## src/sv/dws_pkg.sv

```systemverilog
// command and status types shared by the window statistics controller and datapath
package dws_pkg;

    typedef struct packed {
        logic clr_wr;   // write zero into both windows at the sweep index
        logic load;     // take the input beat, read the oldest entry
        logic update;   // update sums, write the new sample
        logic scan_rd;  // read both windows at the sweep index
        logic out_load; // move the statistics into the output register
    } t_cmd;

    typedef struct packed {
        logic out_busy; // output register full and stalled
    } t_stat;

endpackage

```

## src/sv/dual_axis_window_stats.sv

```systemverilog
// Two-axis sliding-window statistics: centered sample, mean, minimum and maximum per axis.
// Input channel: i_in_valid / o_in_stall carry one beat of i_raw_x and i_raw_y; a beat is
// taken at a rising edge with i_in_valid high and o_in_stall low.
// Output channel: o_out_valid / i_out_stall carry one result beat per input beat; the
// result is taken at a rising edge with o_out_valid high and i_out_stall low.
// Configuration: i_cfg_we writes i_cfg_data into the center offset; write only when idle.
// Each input beat passes through these steps in order: read the oldest entry, update the sums
// and write the new sample, scan every window entry through the single read port of each
// window memory, drain the scan pipeline and load the output register. The scan of the
// window memories sets the rate. The result appears in the cycle after that load;
// o_in_stall drops again in the same cycle, so a new beat can enter while the previous
// result still waits for the receiver.
// After reset a clearing sweep writes zero into both windows, one entry a cycle;
// o_in_stall stays high meanwhile.
// If the receiver stalls, the result holds and the next beat finishes its scan, then waits
// until the output register is free.
module dual_axis_window_stats #(
    parameter int WINDOW_LOG2 = 7,
    parameter int SAMPLE_BITS = 12
) (
    input  logic                        i_clk,
    input  logic                        i_rst_n,
    input  logic                        i_cfg_we,
    input  logic [SAMPLE_BITS-1:0]      i_cfg_data,
    input  logic                        i_in_valid,
    output logic                        o_in_stall,
    input  logic [SAMPLE_BITS-1:0]      i_raw_x,
    input  logic [SAMPLE_BITS-1:0]      i_raw_y,
    output logic                        o_out_valid,
    input  logic                        i_out_stall,
    output logic signed [SAMPLE_BITS:0] o_x_centered,
    output logic signed [SAMPLE_BITS:0] o_x_mean,
    output logic signed [SAMPLE_BITS:0] o_x_low,
    output logic signed [SAMPLE_BITS:0] o_x_high,
    output logic signed [SAMPLE_BITS:0] o_y_centered,
    output logic signed [SAMPLE_BITS:0] o_y_mean,
    output logic signed [SAMPLE_BITS:0] o_y_low,
    output logic signed [SAMPLE_BITS:0] o_y_high,
    output logic                        o_stats_valid
);

    dws_pkg::t_cmd          w_cmd;
    dws_pkg::t_stat         w_stat;
    logic [WINDOW_LOG2-1:0] w_idx;

    dws_ctrl #(
        .WINDOW_LOG2 (WINDOW_LOG2)
    ) u_ctrl (
        .i_clk      (i_clk),
        .i_rst_n    (i_rst_n),
        .i_in_valid (i_in_valid),
        .o_in_stall (o_in_stall),
        .i_stat     (w_stat),
        .o_cmd      (w_cmd),
        .o_idx      (w_idx)
    );

    dws_datapath #(
        .WINDOW_LOG2 (WINDOW_LOG2),
        .SAMPLE_BITS (SAMPLE_BITS)
    ) u_datapath (
        .i_clk         (i_clk),
        .i_rst_n       (i_rst_n),
        .i_cmd         (w_cmd),
        .i_idx         (w_idx),
        .o_stat        (w_stat),
        .i_cfg_we      (i_cfg_we),
        .i_cfg_data    (i_cfg_data),
        .i_raw_x       (i_raw_x),
        .i_raw_y       (i_raw_y),
        .o_out_valid   (o_out_valid),
        .i_out_stall   (i_out_stall),
        .o_x_centered  (o_x_centered),
        .o_x_mean      (o_x_mean),
        .o_x_low       (o_x_low),
        .o_x_high      (o_x_high),
        .o_y_centered  (o_y_centered),
        .o_y_mean      (o_y_mean),
        .o_y_low       (o_y_low),
        .o_y_high      (o_y_high),
        .o_stats_valid (o_stats_valid)
    );

endmodule

```

## src/sv/dws_ctrl.sv

```systemverilog
// controller state machine: clearing sweep, sample update, window scan, output handoff
module dws_ctrl #(
    parameter int WINDOW_LOG2 = 7
) (
    input  logic                   i_clk,
    input  logic                   i_rst_n,
    input  logic                   i_in_valid,
    output logic                   o_in_stall,
    input  dws_pkg::t_stat         i_stat,
    output dws_pkg::t_cmd          o_cmd,
    output logic [WINDOW_LOG2-1:0] o_idx
);

    typedef enum logic [2:0] {
        S_CLEAR,
        S_IDLE,
        S_UPDATE,
        S_SCAN,
        S_DRAIN,
        S_OUT
    } t_state;

    localparam logic [WINDOW_LOG2-1:0] IDX_LAST = '1;

    t_state                 r_state;
    logic [WINDOW_LOG2-1:0] r_idx;

    always_ff @(posedge i_clk) begin
        if (!i_rst_n) begin
            r_state <= S_CLEAR;
            r_idx   <= '0;
        end else begin
            unique case (r_state)
                S_CLEAR: begin
                    r_idx <= r_idx + 1'b1;
                    if (r_idx == IDX_LAST) begin
                        r_state <= S_IDLE;
                    end
                end
                S_IDLE: begin
                    if (i_in_valid) begin
                        r_state <= S_UPDATE;
                    end
                end
                S_UPDATE: begin
                    r_idx   <= '0;
                    r_state <= S_SCAN;
                end
                S_SCAN: begin
                    r_idx <= r_idx + 1'b1;
                    if (r_idx == IDX_LAST) begin
                        r_state <= S_DRAIN;
                    end
                end
                S_DRAIN: begin
                    r_state <= S_OUT;
                end
                S_OUT: begin
                    if (!i_stat.out_busy) begin
                        r_state <= S_IDLE;
                    end
                end
                default: begin
                    r_state <= S_CLEAR;
                end
            endcase
        end
    end

    assign o_in_stall = (r_state != S_IDLE);
    assign o_idx      = r_idx;

    always_comb begin
        o_cmd          = '0;
        o_cmd.clr_wr   = (r_state == S_CLEAR);
        o_cmd.load     = (r_state == S_IDLE) && i_in_valid;
        o_cmd.update   = (r_state == S_UPDATE);
        o_cmd.scan_rd  = (r_state == S_SCAN);
        o_cmd.out_load = (r_state == S_OUT) && !i_stat.out_busy;
    end

endmodule

```

## src/sv/dws_datapath.sv

```systemverilog
// datapath: offset register, two window memories, running sums, min/max scan, output register
module dws_datapath #(
    parameter int WINDOW_LOG2 = 7,
    parameter int SAMPLE_BITS = 12
) (
    input  logic                          i_clk,
    input  logic                          i_rst_n,
    input  dws_pkg::t_cmd                 i_cmd,
    input  logic [WINDOW_LOG2-1:0]        i_idx,
    output dws_pkg::t_stat                o_stat,
    input  logic                          i_cfg_we,
    input  logic [SAMPLE_BITS-1:0]        i_cfg_data,
    input  logic [SAMPLE_BITS-1:0]        i_raw_x,
    input  logic [SAMPLE_BITS-1:0]        i_raw_y,
    output logic                          o_out_valid,
    input  logic                          i_out_stall,
    output logic signed [SAMPLE_BITS:0]   o_x_centered,
    output logic signed [SAMPLE_BITS:0]   o_x_mean,
    output logic signed [SAMPLE_BITS:0]   o_x_low,
    output logic signed [SAMPLE_BITS:0]   o_x_high,
    output logic signed [SAMPLE_BITS:0]   o_y_centered,
    output logic signed [SAMPLE_BITS:0]   o_y_mean,
    output logic signed [SAMPLE_BITS:0]   o_y_low,
    output logic signed [SAMPLE_BITS:0]   o_y_high,
    output logic                          o_stats_valid
);

    localparam int DEPTH = 1 << WINDOW_LOG2;
    localparam int CW    = SAMPLE_BITS + 1;
    localparam int SW    = SAMPLE_BITS + 1 + WINDOW_LOG2;
    localparam int NW    = WINDOW_LOG2 + 2;

    localparam logic [SAMPLE_BITS-1:0] CENTER_RESET = SAMPLE_BITS'(1 << (SAMPLE_BITS - 1));
    localparam logic [NW-1:0]          COUNT_FULL   = NW'(2 * DEPTH);
    localparam logic signed [SW-1:0]   ROUND_NEG    = SW'(DEPTH - 1);

    logic signed [CW-1:0] mem_x [DEPTH];
    logic signed [CW-1:0] mem_y [DEPTH];

    logic [SAMPLE_BITS-1:0] r_offset;
    logic [WINDOW_LOG2-1:0] r_slot;
    logic [NW-1:0]          r_count;
    logic                   r_valid_flag;
    logic signed [CW-1:0]   r_cx;
    logic signed [CW-1:0]   r_cy;
    logic signed [CW-1:0]   r_rd_x;
    logic signed [CW-1:0]   r_rd_y;
    logic                   r_cmp_en;
    logic signed [SW-1:0]   r_sum_x;
    logic signed [SW-1:0]   r_sum_y;
    logic signed [CW-1:0]   r_lo_x;
    logic signed [CW-1:0]   r_hi_x;
    logic signed [CW-1:0]   r_lo_y;
    logic signed [CW-1:0]   r_hi_y;
    logic                   r_out_valid;

    logic [NW-1:0]          n_count;
    logic                   w_we;
    logic                   w_re;
    logic [WINDOW_LOG2-1:0] w_waddr;
    logic [WINDOW_LOG2-1:0] w_raddr;
    logic signed [CW-1:0]   w_wx;
    logic signed [CW-1:0]   w_wy;
    logic signed [SW-1:0]   w_adj_x;
    logic signed [SW-1:0]   w_adj_y;
    logic signed [SW-1:0]   w_div_x;
    logic signed [SW-1:0]   w_div_y;

    // memory port selection
    assign w_we    = i_cmd.clr_wr | i_cmd.update;
    assign w_waddr = i_cmd.clr_wr ? i_idx : r_slot;
    assign w_wx    = i_cmd.clr_wr ? '0 : r_cx;
    assign w_wy    = i_cmd.clr_wr ? '0 : r_cy;
    assign w_re    = i_cmd.load | i_cmd.scan_rd;
    assign w_raddr = i_cmd.load ? r_slot : i_idx;

    always_ff @(posedge i_clk) begin
        if (w_we) begin
            mem_x[w_waddr] <= w_wx;
            mem_y[w_waddr] <= w_wy;
        end
        if (w_re) begin
            r_rd_x <= mem_x[w_raddr];
            r_rd_y <= mem_y[w_raddr];
        end
    end

    assign n_count = (r_count < COUNT_FULL) ? r_count + 1'b1 : r_count;

    always_ff @(posedge i_clk) begin
        if (!i_rst_n) begin
            r_offset     <= CENTER_RESET;
            r_slot       <= '0;
            r_count      <= '0;
            r_valid_flag <= 1'b0;
            r_sum_x      <= '0;
            r_sum_y      <= '0;
            r_cmp_en     <= 1'b0;
        end else begin
            if (i_cfg_we) begin
                r_offset <= i_cfg_data;
            end
            r_cmp_en <= i_cmd.scan_rd;
            if (i_cmd.update) begin
                r_sum_x      <= r_sum_x - SW'(r_rd_x) + SW'(r_cx);
                r_sum_y      <= r_sum_y - SW'(r_rd_y) + SW'(r_cy);
                r_slot       <= r_slot + 1'b1;
                r_count      <= n_count;
                r_valid_flag <= r_valid_flag | (n_count == COUNT_FULL);
            end
        end
    end

    always_ff @(posedge i_clk) begin
        if (i_cmd.load) begin
            r_cx <= $signed({1'b0, i_raw_x}) - $signed({1'b0, r_offset});
            r_cy <= $signed({1'b0, i_raw_y}) - $signed({1'b0, r_offset});
        end
        // the new sample is in the window, so it seeds the scan
        if (i_cmd.update) begin
            r_lo_x <= r_cx;
            r_hi_x <= r_cx;
            r_lo_y <= r_cy;
            r_hi_y <= r_cy;
        end else if (r_cmp_en) begin
            if (r_rd_x < r_lo_x) r_lo_x <= r_rd_x;
            if (r_rd_x > r_hi_x) r_hi_x <= r_rd_x;
            if (r_rd_y < r_lo_y) r_lo_y <= r_rd_y;
            if (r_rd_y > r_hi_y) r_hi_y <= r_rd_y;
        end
    end

    // divide by window size toward zero: bias negative sums before the shift
    assign w_adj_x = r_sum_x + (r_sum_x[SW-1] ? ROUND_NEG : '0);
    assign w_adj_y = r_sum_y + (r_sum_y[SW-1] ? ROUND_NEG : '0);
    assign w_div_x = w_adj_x >>> WINDOW_LOG2;
    assign w_div_y = w_adj_y >>> WINDOW_LOG2;

    always_ff @(posedge i_clk) begin
        if (!i_rst_n) begin
            r_out_valid <= 1'b0;
        end else if (i_cmd.out_load) begin
            r_out_valid <= 1'b1;
        end else if (!i_out_stall) begin
            r_out_valid <= 1'b0;
        end
    end

    always_ff @(posedge i_clk) begin
        if (i_cmd.out_load) begin
            o_x_centered  <= r_cx;
            o_x_mean      <= w_div_x[CW-1:0];
            o_x_low       <= r_lo_x;
            o_x_high      <= r_hi_x;
            o_y_centered  <= r_cy;
            o_y_mean      <= w_div_y[CW-1:0];
            o_y_low       <= r_lo_y;
            o_y_high      <= r_hi_y;
            o_stats_valid <= r_valid_flag;
        end
    end

    assign o_out_valid     = r_out_valid;
    assign o_stat.out_busy = r_out_valid & i_out_stall;

endmodule

```

## config.mk

```make
export PLATFORM = sky130hd
export DESIGN_NAME = dual_axis_window_stats
export DESIGN_NICKNAME = d
export VERILOG_FILES = /design/src/sv/dws_pkg.sv /design/src/sv/dual_axis_window_stats.sv /design/src/sv/dws_ctrl.sv /design/src/sv/dws_datapath.sv
export SDC_FILE = /design/constraint.sdc
export NUM_CORES = 2
export LEC_CHECK = 0
export BUFFER_PORTS_ARGS = -buffer_cell sky130_fd_sc_hd__buf_2
export CAP_MARGIN = 0
export CORE_MARGIN = 2
export CORE_UTILIZATION = 33
export CTS_CLUSTER_DIAMETER = 100
export CTS_CLUSTER_SIZE = 40
export DETAILED_ROUTE_END_ITERATION = 10
export SLEW_MARGIN = 20
export SYNTH_ARGS = -nofsm -noshare
export SYNTH_HDL_FRONTEND = slang
export SYNTH_SLANG_ARGS = --single-unit
```

## constraint.sdc

```tcl
create_clock -name i_clk -period 8.14 [get_ports i_clk]
set_clock_uncertainty 0.1 [all_clocks]
set_input_delay 1.628 -clock i_clk [delete_from_list [all_inputs] [get_ports i_clk]]
set_output_delay 1.628 -clock i_clk [all_outputs]
set_load 0.05 [all_outputs]
```

# ---- Yosys cells after proc, flatten, opt, wreduce, memory -nomap -nowiden
# Memory sizes are Yosys's and may differ from the RTL's. A register that Yosys moved wholly into a read port is not among the register bits.
# Cells that the tools add are included.
dict set report totals {
  regBits 264
  latch_bits 0
  mem_bits_rw 3328
  rom_bits 0
  elab_cells 105
  n_memories 2
}
# memory words width read_ports rd_clocked_by_memory_dff write_ports line
set mem_list {}
lappend mem_list {u_datapath.mem_x 128 13 1 1 1 dws_datapath.sv:37} ;# logic signed [CW-1:0] mem_x [DEPTH];
lappend mem_list {u_datapath.mem_y 128 13 1 1 1 dws_datapath.sv:38} ;# logic signed [CW-1:0] mem_y [DEPTH];
dict set report classes {
  n_addsub 11
  n_mul 0
  div_mod_pow 0
  order_cmp 5
  eq_ne 13
  shift 0
  muxes 29
  bitwise 4
  n_reduce_logical 16
}
# op n
set op_table {}
lappend op_table {{$mux 13} 14}
lappend op_table {{$add 20x13->20} 2}
lappend op_table {{$add 20x20->20} 2}
lappend op_table {{$sub 20x13->20} 2}
lappend op_table {{$mux 7} 4}
lappend op_table {{$gt 13x13->1} 2}
lappend op_table {{$lt 13x13->1} 2}
lappend op_table {{$sub 12x12->13} 2}
lappend op_table {{$pmux 3 s6} 1}
lappend op_table {{$add 7x1->7 const B} 2}
lappend op_table {{$pmux 7 s2} 1}
lappend op_table {{$mux 3} 4}
lappend op_table {{$reduce_bool 2->1} 6}
lappend op_table {{$add 9x1->9 const B} 1}
lappend op_table {{$eq 9x9->1 const B} 1}
lappend op_table {{$lt 9x9->1 const B} 1}
lappend op_table {{$mux 9} 1}
lappend op_table {{$ne 2x2->1 const B} 4}
lappend op_table {{$reduce_and 2->1} 4}
lappend op_table {{$eq 7x7->1 const B} 1}
lappend op_table {{$eq 3x2->1 const B} 2}
lappend op_table {{$eq 3x3->1 const B} 2}
lappend op_table {{$mux 1} 4}
lappend op_table {{$reduce_and 4->1} 1}
lappend op_table {{9 further kinds} 12}

# ---- Longest topological paths before layout
dict set report depth {
  ltp_word 4
  ltp_mapped 15
  mapped_depth_nobuf 13
}

# ---- Modules after synthesis
# Synthesis repeated with hierarchy kept, for this count alone.
dict set report unflattened {
  hier_cells 7938
  area_unflattened_um2 144929.0
}
# module instances cells_each area_per_inst_um2 seq_area_each_um2
set by_module_without_submodules {}
lappend by_module_without_submodules {dws_datapath 1 7862 144299.6 107633.2}
lappend by_module_without_submodules {dws_ctrl 1 76 629.4 200.2}

# ---- Worst setup path before layout
# No wires, ideal clock.
dict set report synth_path {
  kind {in2reg}
  start {input port i_out_stall}
  end {register u_datapath.o_stats_valid, enable pin}
  setup_time_ps 603
  arrival_ps 6714
  path_slack_ps 723
  stages 1
  path_buffers 0
  cell_sequence {a21oi_1}
}
dict set report synth_between {
  elab_chain_cells 3
}
# element line
set synth_rtl {}
lappend synth_rtl {{start, declared} dual_axis_window_stats.sv:30} ;# input logic i_out_stall,
lappend synth_rtl {{$and 1x1->1} dws_datapath.sv:164} ;# assign o_stat.out_busy = r_out_valid & i_out_stall;
lappend synth_rtl {{$logic_not 1->1} n/a}
lappend synth_rtl {{$logic_and 1x1->1} dws_ctrl.sv:79} ;# o_cmd.out_load = (r_state == S_OUT) && !i_stat.out_busy;
lappend synth_rtl {{end signal, assigned} dws_datapath.sv:159} ;# o_stats_valid <= r_valid_flag;
lappend synth_rtl {{end, declared} dws_datapath.sv:25} ;# output logic o_stats_valid
# No other way between the ends.
# A chain may end at the register's enable or synchronous reset.

# ---- Final worst setup path
dict set report layout_path {
  start {input port i_in_valid}
  end {register u_datapath.r_rd_x[10] (read register of u_datapath.mem_x), data pin}
}
dict set report layout_between {
  elab_chain_cells 2
  elab_cells_between_ends 3
  classes_between {1 x mux; 1 x bitwise; 1 x reduce/logical}
}
# element line
set layout_rtl {}
lappend layout_rtl {{start, declared} dual_axis_window_stats.sv:25} ;# input logic i_in_valid,
lappend layout_rtl {{$logic_and 1x1->1 (*)} dws_ctrl.sv:76} ;# o_cmd.load = (r_state == S_IDLE) && i_in_valid;
lappend layout_rtl {{$mux 7 or $or 1x1->1 (tied branches)} {dws_datapath.sv:75, dws_datapath.sv:74}}
lappend layout_rtl {{end, declared} dws_datapath.sv:46} ;# logic signed [CW-1:0] r_rd_x;
# Mark *: on every way between the ends. The rest lies on a longest branch, timed or not.

==> impl_results.md <==
* Capture point of the worst reg-to-reg path: u_datapath.r_rd_x[10]$_DFFE_PP_
* RSZ-0062 raised after global routing: no
* CTS tree: built
* Vias per cell at 5.51
* Worst reg2reg setup slack at about 2100 ps
* M1 WL at 168 mm
* Synth Area in XOR/XNOR at 0.506%
* Die span in x at 664 um
* First-pass GRT wire length at 575 mm
* DP Wirelength at 246 mm
* CTS Sinks at 3618
* Multiplexer share of the synthesized area at 9.90%
* Pleak at approximately 52 nW
* Seq cells post-synth at 3618
* Area of the mapped netlist at 0.144 sq mm
* CTS Buf Count at 117
* CTS Root Cell: clkbuf_16
* Routed length on met2 at 192 mm
* Average size of a mapped cell at 17.0 sq um
* Starting Density at 33.1%
* Post-synthesis simple-gate area fraction at 4.79%
* Number of global-route vias before repair at roughly 76000
* Total power at between 30 and 40 mW
* CTS H-tree lvls at 3
* Reg2reg path depth at 9
* Synth cell types at 70
* Startpoint Class: input pin
* Mapped Nets at 8683
* Power Dens Cells at approximately 190 mW/mm^2
* # hold bufs at CTS at 0
* Maxcap violations at 0
* Endpoints failing setup at 0
* Status: finished clean
* Maximum fanout along the worst path at 74
* Cell mode on critical path: buf_4
* Initial antenna violation count at 21
* CP peak stage delay at 1020 ps
* Number of synthesized flops with an enable pin at 3537
* Top_reg_cell synth: edfxtp_1
* Worst skew pair latency at 950 ps
* Via count at 79700
* Row cnt at 242
* Detailed-router iteration count before antenna repair at 6
* Die H at 664 um
* Peak VDD IR at 0.180 mV
* YS warnings at 0
* CP Class: in2reg
* Pins Over Slew Limit at 0
* Largest family of logic cells by synthesized area: multiplexers
* Compound-gate portion of the synthesized area at 5.85%
* Relative slew slack at 13.3%
* Max clock buf depth at 4
* Post-Synth Adder-Cell Area at 1.68%
* Reg2reg start: u_ctrl.r_state[0]$_SDFFE_PN0P_
* Sink of the worst hold path: u_datapath.o_stats_valid$_DFFE_PP_
* GRT Overall Usage at 17.9%
* IO Pins at 148
* Routed met3 length at about 38 mm
* Die ar. at 0.440 sq mm
* Fmax at 0.162 GHz
* Worst slew pin tran at around 1300 ps
* Layout cell share with drive strength beyond 1 at 14.1%
* DRT antenna net count at 0
* DRC at 0
* Placer Congestion at 0.853
* Initial DRC Count at 10900
* Hold depth at 0
* Clk slew on worst S/H paths at about 120 ps
* PortBufs at 147
* Hold Startpoint: u_datapath.r_valid_flag$_SDFFE_PN0P_
* Min cycle time layout at 6180 ps
* CP Cell Sequence: buf_2 -> nor4bb_4 -> buf_4 -> mux2_8 -> buf_4 -> mux2i_1 -> o22ai_1 -> a2111oi_0 -> a22oi_1 -> and4_1
* Worst Path Arrival at 6790 ps
* Largest net degree at the start of global routing at 129
* Setup TNS at 0 ps
* Crit path max-delay cell type: a2111oi_0
* Post-CTS setup buffer count at 0
* Sequential share of the synthesized area at 75.1%
* Async SR Flop Fraction at 0%
* Core Area at 0.434 sq mm
* Endpoints failing hold at 0
* Post-Synthesis Cells at 8473
* Routed WL at between 400 and 500 mm
* Post-CTS sizing at 0
* Part of the cycle the worst path needs at 75.9%
* Area growth syn-to-layout at 9.63%
* WP data required at between 8000 and 9000 ps
* Crit end category: flop
* Wire per inst at 28.4 um
* Congestion Overflow GR at 0
* Nets at 8855
* Max layer used: met4
* Worst hold path type: reg2reg
-- kinds of logic (layout without fill, tap and decap cells) --
group,after synthesis,count (layout)
adders and majority gates,169,169
muxes,982,982
buffers and inverters,692,931
xor gates and xnor gates,83,83
and+or+nand+nor,1594,1594
AOI/OAI and AO/OA,1335,1335
other,0,19
DFF,3618,3618
-- area by class of cell --
class,count,area [sq um]
multi-input cells,4163,33500
repair buffers,508,4180
inverters,237,890
fillers,40100,276000
well taps,5734,7170
flip-flops and latches,3618,108000
clock buffers,126,2980
diodes,19,47.5
clock inverters,60,811
-- worst max-delay path by stage --
stage	startpoint	end	slack, ps
finish	i_in_valid	u_datapath.r_rd_x[10]$_DFFE_PP_	1970
global route	i_in_valid	u_datapath.r_rd_x[10]$_DFFE_PP_	1880
CTS	i_in_valid	u_datapath.r_rd_x[9]$_DFFE_PP_	2020
detailed placement	i_in_valid	u_datapath.r_rd_x[9]$_DFFE_PP_	1010
global placement	i_in_valid	u_datapath.r_rd_x[12]$_DFFE_PP_	890
floorplan	i_out_stall	u_datapath.o_stats_valid$_DFFE_PP_	720
-- stage by stage --
step	hold slack (ps)	worst slack, ps	instances	utilization [%]	instance area [sq um]
6_report	340	1970	14500	36.3	157000
3_3_place_gp	319	887	14200	35.3	153000
2_1_floorplan	309	723	8473	-	144000
5_1_grt	356	1880	14500	36.3	157000
3_5_place_dp	322	1010	14200	35.4	153000
4_1_cts	352	2020	14400	36.2	157000
-- cell usage after synthesis (64+ instances only) --
cell	n	area (sq um)
nor4_1	72	450
dfxtp_1	81	1620
mux4_2	349	7860
inv_1	237	890
mux2i_1	627	6280
nand3_1	100	500
xnor2_1	64	561
ha_1	129	1610
nor2_1	276	1040
o22ai_1	295	1850
a22oi_1	158	1190
buf_2	159	796
a2111oi_0	81	709
nand2_1	931	3490
o21ai_0	109	546
edfxtp_1	3537	106000
clkbuf_1	178	668
a21oi_1	481	2410
-- layout by cell type (no fill, tap or decap), types with 64 or more instances in the layout --
master     netlist  final
edfxtp_1      3537   3537
nand2_1        931    921
mux2i_1        627    623
a21oi_1        481    480
mux4_2         349    349
buf_4           58    304
o22ai_1        295    295
inv_1          237    237
a22oi_1        158    158
buf_2          159    147
ha_1           129    129
nor2_1         276    121
clkbuf_16        0    118
o21ai_0        109    106
nand3_1        100    100
nor2_2           0    100
dfxtp_1         81     81
nor4_1          72     72
a2111oi_0       81     68
xnor2_1         64     64
-- registers in the layout, indices dropped and copies added (netlist names), 20 cells and up --
register and flops:
u_datapath.mem_x 1664, u_datapath.mem_y 1664, u_datapath.r_sum_x 20, u_datapath.r_sum_y 20
-- worst max-delay path: cells and delay by family --
kind	cells	cell delay [ps]
muxes	2	1080
and+or+nand+nor	2	1040
buffers and inverters	3	1250
AOI/OAI and AO/OA	3	1590
-- metal layers --
layer / global-route usage, % / vias to the layer above
met2: 29.1 / 4161
li1: - / 33300
met1: 25.4 / 41800
met4: 4.71 / 0
met3: 2.48 / 451
met5: 0 / -
-- power breakdown --
group | leakage (nW) | internal [mW] | switching (mW)
sequential | 32.8 | 20.2 | 0.0174
combinational | 16.9 | 0.697 | 1.18
clock | 1.82 | 3.00 | 5.60
No activity file was read; power rests on OpenSTA's default activity.
